**src/ptcr_pkg.sv**
```systemverilog
// Shared types, constants and the arctangent table of the phase-to-complex pipeline.
package ptcr_pkg;

	localparam int CORDIC_STAGES = 24;
	localparam int STAGE_W = 5;
	localparam int XY_W = 34;
	localparam int Z_W = 34;
	localparam int T_W = 38;
	localparam int OUT_W = 48;
	localparam int REG_W = 32;

	localparam logic REG_RADIUS = 1'b0;
	localparam logic REG_RECIP_RADIUS = 1'b1;

	localparam logic [REG_W-1:0] RADIUS_RESET = 32'd65536;
	localparam logic [REG_W-1:0] RECIP_RESET = 32'd268435456;

	localparam logic signed [T_W-1:0] PI_Q30 = 38'sd3373259426;
	localparam logic signed [T_W-1:0] TWO_PI_Q30 = 38'sd6746518852;
	localparam logic signed [T_W-1:0] HALF_PI_Q30 = 38'sd1686629713;
	localparam logic signed [XY_W-1:0] CORDIC_K_Q30 = 34'sd652032874;

	// Data carried from one rotation cell to the next.
	typedef struct packed {
		logic signed [XY_W-1:0] x;
		logic signed [XY_W-1:0] y;
		logic signed [Z_W-1:0] z;
		logic flip;
		logic signed [31:0] w;
	} ptcr_cordic_t;

	function automatic logic signed [Z_W-1:0] atan_q30(input logic [STAGE_W-1:0] i);
		logic [31:0] v;
		case (i)
			5'd0: v = 32'h3243F6A8;
			5'd1: v = 32'h1DAC6705;
			5'd2: v = 32'h0FADBAFC;
			5'd3: v = 32'h07F56EA6;
			5'd4: v = 32'h03FEAB76;
			5'd5: v = 32'h01FFD55B;
			5'd6: v = 32'h00FFFAAA;
			5'd7: v = 32'h007FFF55;
			5'd8: v = 32'h003FFFEA;
			5'd9: v = 32'h001FFFFD;
			5'd10: v = 32'h000FFFFF;
			5'd11: v = 32'h0007FFFF;
			5'd12: v = 32'h0003FFFF;
			5'd13: v = 32'h0001FFFF;
			5'd14: v = 32'h0000FFFF;
			5'd15: v = 32'h00007FFF;
			5'd16: v = 32'h00003FFF;
			5'd17: v = 32'h00001FFF;
			5'd18: v = 32'h00000FFF;
			5'd19: v = 32'h000007FF;
			5'd20: v = 32'h000003FF;
			5'd21: v = 32'h000001FF;
			5'd22: v = 32'h000000FF;
			5'd23: v = 32'h0000007F;
			5'd24: v = 32'h0000003F;
			5'd25: v = 32'h0000001F;
			5'd26: v = 32'h0000000F;
			5'd27: v = 32'h00000008;
			5'd28: v = 32'h00000004;
			5'd29: v = 32'h00000002;
			5'd30: v = 32'h00000001;
			default: v = 32'h00000000;
		endcase
		return $signed({2'b00, v});
	endfunction

endpackage

```
**src/ptcr_cell.sv**
```systemverilog
// One CORDIC rotation cell: a single micro-rotation followed by a register.
module ptcr_cell (
	input  logic clk,
	input  logic arst_n,
	input  logic en,
	input  logic [ptcr_pkg::STAGE_W-1:0] stage,
	input  logic valid_d,
	input  ptcr_pkg::ptcr_cordic_t data_d,
	output logic valid_q,
	output ptcr_pkg::ptcr_cordic_t data_q
);
	import ptcr_pkg::*;

	logic signed [XY_W-1:0] dx;
	logic signed [XY_W-1:0] dy;
	logic signed [Z_W-1:0] at;
	ptcr_cordic_t nxt;

	always_comb begin
		dx = data_d.y >>> stage;
		dy = data_d.x >>> stage;
		at = atan_q30(stage);
		nxt = data_d;
		if (!data_d.z[Z_W-1]) begin
			nxt.x = data_d.x - dx;
			nxt.y = data_d.y + dy;
			nxt.z = data_d.z - at;
		end else begin
			nxt.x = data_d.x + dx;
			nxt.y = data_d.y - dy;
			nxt.z = data_d.z + at;
		end
	end

	always_ff @(posedge clk or negedge arst_n) begin
		if (!arst_n) begin
			valid_q <= 1'b0;
		end else if (en) begin
			valid_q <= valid_d;
		end
	end

	always_ff @(posedge clk) begin
		if (en) begin
			data_q <= nxt;
		end
	end

endmodule

```
**config.mk**
```make
export PLATFORM = sky130hd
export DESIGN_NAME = ptcr_cell
export DESIGN_NICKNAME = d
export VERILOG_FILES = /design/src/ptcr_pkg.sv /design/src/ptcr_cell.sv
export SDC_FILE = /design/constraint.sdc
export NUM_CORES = 1
export LEC_CHECK = 0
export BUFFER_PORTS_ARGS = -buffer_cell sky130_fd_sc_hd__buf_4
export CORE_MARGIN = 1.5
export CORE_UTILIZATION = 37
export DETAILED_ROUTE_END_ITERATION = 12
export PLACE_DENSITY = 0.55
export RECOVER_POWER = 100
export SYNTH_ARGS = -nofsm -noshare
export SYNTH_HDL_FRONTEND = slang
export SYNTH_SLANG_ARGS = --single-unit
```
**constraint.sdc**
```tcl
create_clock -name clk -period 0.9 [get_ports clk]
set_input_delay 0.18 -clock clk [delete_from_list [all_inputs] [get_ports clk]]
set_output_delay 0.18 -clock clk [all_outputs]
set_load 0.02 [all_outputs]
```
==> results by stage <==
Outcome:
- The run finished, with violations left.
- The final reports fail on negative hold slack, negative setup slack.

Floorplanning:
- The floorplan die area is 45,100 µm².
- In this run the standard cell core region covers 43,200 µm².
- The die boundary width is 212 µm.
- The starting density of the core is 0.375.
- The boundary pin count is 280.
- The die is 212 µm tall.
- The number of cell rows is 76.

Timing:
- The tightest slew margin relative to the limit is 0.484.
- For the final database, setup skew stands at 0 ns.
- Setup violations remaining at the end of the flow were counted as 308.
- Counting I/O delays and the setup requirement, the final critical path takes slightly below 5 ns.
- The worst setup slack after layout is -3.97 ns.
- In the finished design, the share of the clock period the worst path needs comes to 5.41.
- The final total negative setup slack is -346.25 ns.
- Static timing analysis puts the maximum clock frequency at 205 MHz.
- Setup repair after global routing could not meet its margin everywhere.
- The worst-margin pin slew is 0.764 ns.
- On the final layout, the worst hold slack is -0.00498 ns.
- The number of pins with negative max-slew slack in the final report came to 0.
- The number of failing hold endpoints at the final stage was 1.

Drt:
- The total detailed-routing wirelength is 81,100 µm.
- The count of vias placed by the detailed router is roughly 20,000.
- The residual antenna-violating net count after detailed routing is 0.
- In the final routed layout, each cell accounts on average for 23.3 µm.
- The average vias per placed instance is around 5.6.
- The detailed router's first-iteration violation count is 1,466.
- The first-pass detailed-route iteration total is 5.
- The count of unresolved DRC violations after routing is 0.

Setup path:
- The critical path is of the input pin to flop type.
- The kind of start point of the critical path is an input pin.
- The element type at the critical path end is a flop.
- The worst path required time is roughly 1.2 ns.
- Along the worst path, the maximum fanout reaches 8.
- Data arrives at the worst endpoint at 5.12 ns.

Clock tree:
- The clock net in this run drives a total of 136 sinks.
- The clock tree from TritonCTS is built.
- The H-tree generated during clock tree synthesis spans 4 levels.
- The later pin in the worst-skew pair is clocked with a latency of 0.49 ns.
- The total clock buffers created by CTS is 17.
- The clock root buffer master is sky130_fd_sc_hd__clkbuf_16.
- No sink is reached through more buffers than the 2 on the longest clock path.
- The clock transition at the registers of the reported paths is 0.07 ns.
- The number of buffers added to fix hold violations after cts is 36.

Synth:
- The mean cell area of the mapped netlist is 9.41 µm².
- The portion of the post-synthesis area used by sequential elements is 0.252.
- The post-synthesis cell type with the largest combined area is sky130_fd_sc_hd__edfxtp_1.
- The total nets after synthesis is 1,979.
- The synthesis warning total is 0.
- The primary flip-flop cell chosen by synthesis mapping is sky130_fd_sc_hd__edfxtp_1.
- The synthesized netlist occupies a cell area of approximately 16,000 µm².
- The total of flip-flops plus latches after synthesis is roughly 140.
- The number of flops mapped to enable cells by yosys is 135.
- The share of synthesized area in the top cell type comes to 0.250.
- The post-synthesis cell type count is around 90.
- For this run, asynchronously set or reset flops after synthesis account for 0.00735.
- The gate count of the mapped netlist is around 1,700.
- Ranked by total cell area, the synthesized netlist is headed by sky130_fd_sc_hd__edfxtp_1, sky130_fd_sc_hd__ha_1, sky130_fd_sc_hd__mux4_2, sky130_fd_sc_hd__xnor2_1, sky130_fd_sc_hd__a21oi_1.

Global routing:
- The overall track demand over capacity in global routing is 0.344.
- The overall overflow remaining after global route is 0.
- The initial antenna violation count was 1.
- The first global-routing pass estimated 115,000 µm of wire.
- The via count of the first global-routing pass is 19,500.
- Entering global routing, the biggest net connects 55 pins.

Finish:
- The fraction of layout instances using a drive strength above 1 is 0.608.
- The number of nets at the end of the flow is approximately 3,100.
- After filler insertion, the fill cell instance count of the layout stands at ~3,300.
- The number of antenna diodes in the final layout is 0.
- In the layout the commonest cells are sky130_fd_sc_hd__buf_4, sky130_fd_sc_hd__buf_6, sky130_fd_sc_hd__edfxtp_1.
- Leaving out fill and tap cells, the most frequent cell in the layout is sky130_fd_sc_hd__buf_4.
- The growth of design area from synthesis to finish is 86.9%.

Pwr:
- For this design the static power due to leakage is 13.5 nW.
- IR analysis of the VDD net gives a maximum drop of 1350 µV.
- Dividing total power by cell area gives a power density of around 1500 nW/µm².

Placed design:
- After legalization and detailed placement, the total HPWL measured 60,200 µm.
- At the end of routability-driven placement, the weighted congestion stood at 1.00.
- During placement, the flow inserted port buffers numbering ~280.
- The setup slack at placement is -4.77 ns.

Min path:
- The class of the most critical hold timing path is input pin to flop.

Job:
- Across the run, the number of max-cap violations was 0.
-- cell type report --
class / instances / area (µm²) / area share
well taps: 585 / 732 / 0.0242
inverters: 38 / 165 / 0.00545
flip-flops and latches: 136 / 4080 / 0.135
clock inverters: 15 / 158 / 0.00520
clock buffers: 17 / 425 / 0.0140
repair buffers: 1240 / 10800 / 0.357
multi-input cells: 1456 / 13900 / 0.460
-- where the power goes --
part	switching, W	internal (W)
combinational	0.0141	0.0158
clock	0.00335	0.00390
sequential	0.000676	0.00899
-- what timing repair did --
item / in CTS / in global routing
setup endpoints to repair: 238 / 238
hold endpoints to repair: 36 / 1
setup buffers: 122 / 73
cloned: 7 / 2
pin swaps: 159 / 145
gates resized for setup: 354 / 365
-- kinds of logic (layout without fill, tap and decap cells) --
family,count (synthesis),in the layout,synth area share
XOR/XNOR,175,175,0.0946
multiplexers,172,172,0.163
adder cells (fa/ha/maj),113,113,0.0886
buffers and inverters,130,1310,0.0418
flip-flops,136,136,0.252
AND/OR/NAND/NOR,440,440,0.134
AO/OA/AOI/OAI,556,556,0.226
-- Yosys cell counts, drive strengths merged (5+ instances only) --
library cell / number
a21oi: 154
buf: 61
or2: 10
o221ai: 7
or3: 9
a221o: 8
inv: 35
o2111ai: 5
a211oi: 20
o21ai: 91
nor4: 7
nand3: 32
a221oi: 8
nor2b: 16
nand4: 13
a211o: 10
a22o: 5
nor3b: 5
and4: 5
o31ai: 13
a22oi: 11
xor2: 64
nor2: 132
and3: 15
o211ai: 17
a21boi: 8
ha: 110
nor3: 32
clkbuf: 31
a31oi: 34
mux2i: 45
o31a: 6
xnor2: 111
o21a: 23
nand2: 107
mux4: 63
o21bai: 15
and2: 25
a32oi: 6
mux2: 64
o22ai: 24
edfxtp: 135
a21o: 62
nand2b: 19
-- flip-flops by register name, indices dropped and copies added, names as in the netlist --
register,cells
data_q,135
valid_q,1
-- critical path, cell delays in order --
cell                       delay, ns
sky130_fd_sc_hd__buf_12         0.12
sky130_fd_sc_hd__buf_12         0.14
sky130_fd_sc_hd__mux2_4         0.31
sky130_fd_sc_hd__mux4_2         0.57
sky130_fd_sc_hd__a221oi_4       0.32
sky130_fd_sc_hd__nand4b_4       0.15
sky130_fd_sc_hd__buf_6          0.17
sky130_fd_sc_hd__nor4_4         0.40
sky130_fd_sc_hd__a21oi_2        0.12
sky130_fd_sc_hd__xor2_1         0.16
sky130_fd_sc_hd__ha_1           0.33
sky130_fd_sc_hd__a21o_1         0.17
sky130_fd_sc_hd__a21o_1         0.17
sky130_fd_sc_hd__a221o_1        0.34
sky130_fd_sc_hd__o21a_1         0.23
sky130_fd_sc_hd__a221o_1        0.32
sky130_fd_sc_hd__o21ai_2        0.17
sky130_fd_sc_hd__a21boi_2       0.11
sky130_fd_sc_hd__o21a_1         0.21
sky130_fd_sc_hd__a311o_1        0.29
sky130_fd_sc_hd__xor2_1         0.14
-- routing by layer --
metal | GRT usage | wire (µm) | up-vias
li1 | - | - | 8992
met1 | 0.441 | 33600 | 9635
met5 | 0 | 13 | -
met4 | 0.130 | 2960 | 2
met3 | 0.0569 | 5570 | 175
met2 | 0.581 | 38900 | 826
-- final timing paths --
check,startpoint,end,slack (ns),cells past startpoint
hold reg to reg,valid_q,valid_q,0.53,1
max in group asynchronous,arst_n,valid_q,0.20,3
min in group asynchronous,arst_n,valid_q,0.58,3
hold / removal,data_d[33],data_q[33],-0.005,2
setup reg to reg,valid_q,valid_q,0.15,1
setup / recovery,stage[2],data_q[133],-3.97,21
-- stage by stage --
| step | area, µm² | util | std cells | hold WS (ns) | power, W |
|---|---|---|---|---|---|
| after CTS | 28400 | 0.658 | 3437 | -0.0221 | 0.0432 |
| after detailed placement | 24900 | 0.576 | 3251 | -0.0422 | 0.0327 |
| after global placement | 24900 | 0.576 | 3251 | -0.0451 | 0.0326 |
| final | 30300 | 0.702 | 3487 | -0.00498 | 0.0468 |
| after floorplan | 16900 | - | 1722 | -0.116 | 0.0216 |
| after global routing | 30300 | 0.702 | 3487 | -0.00929 | 0.0490 |
(Power assumes the default switching activity.)
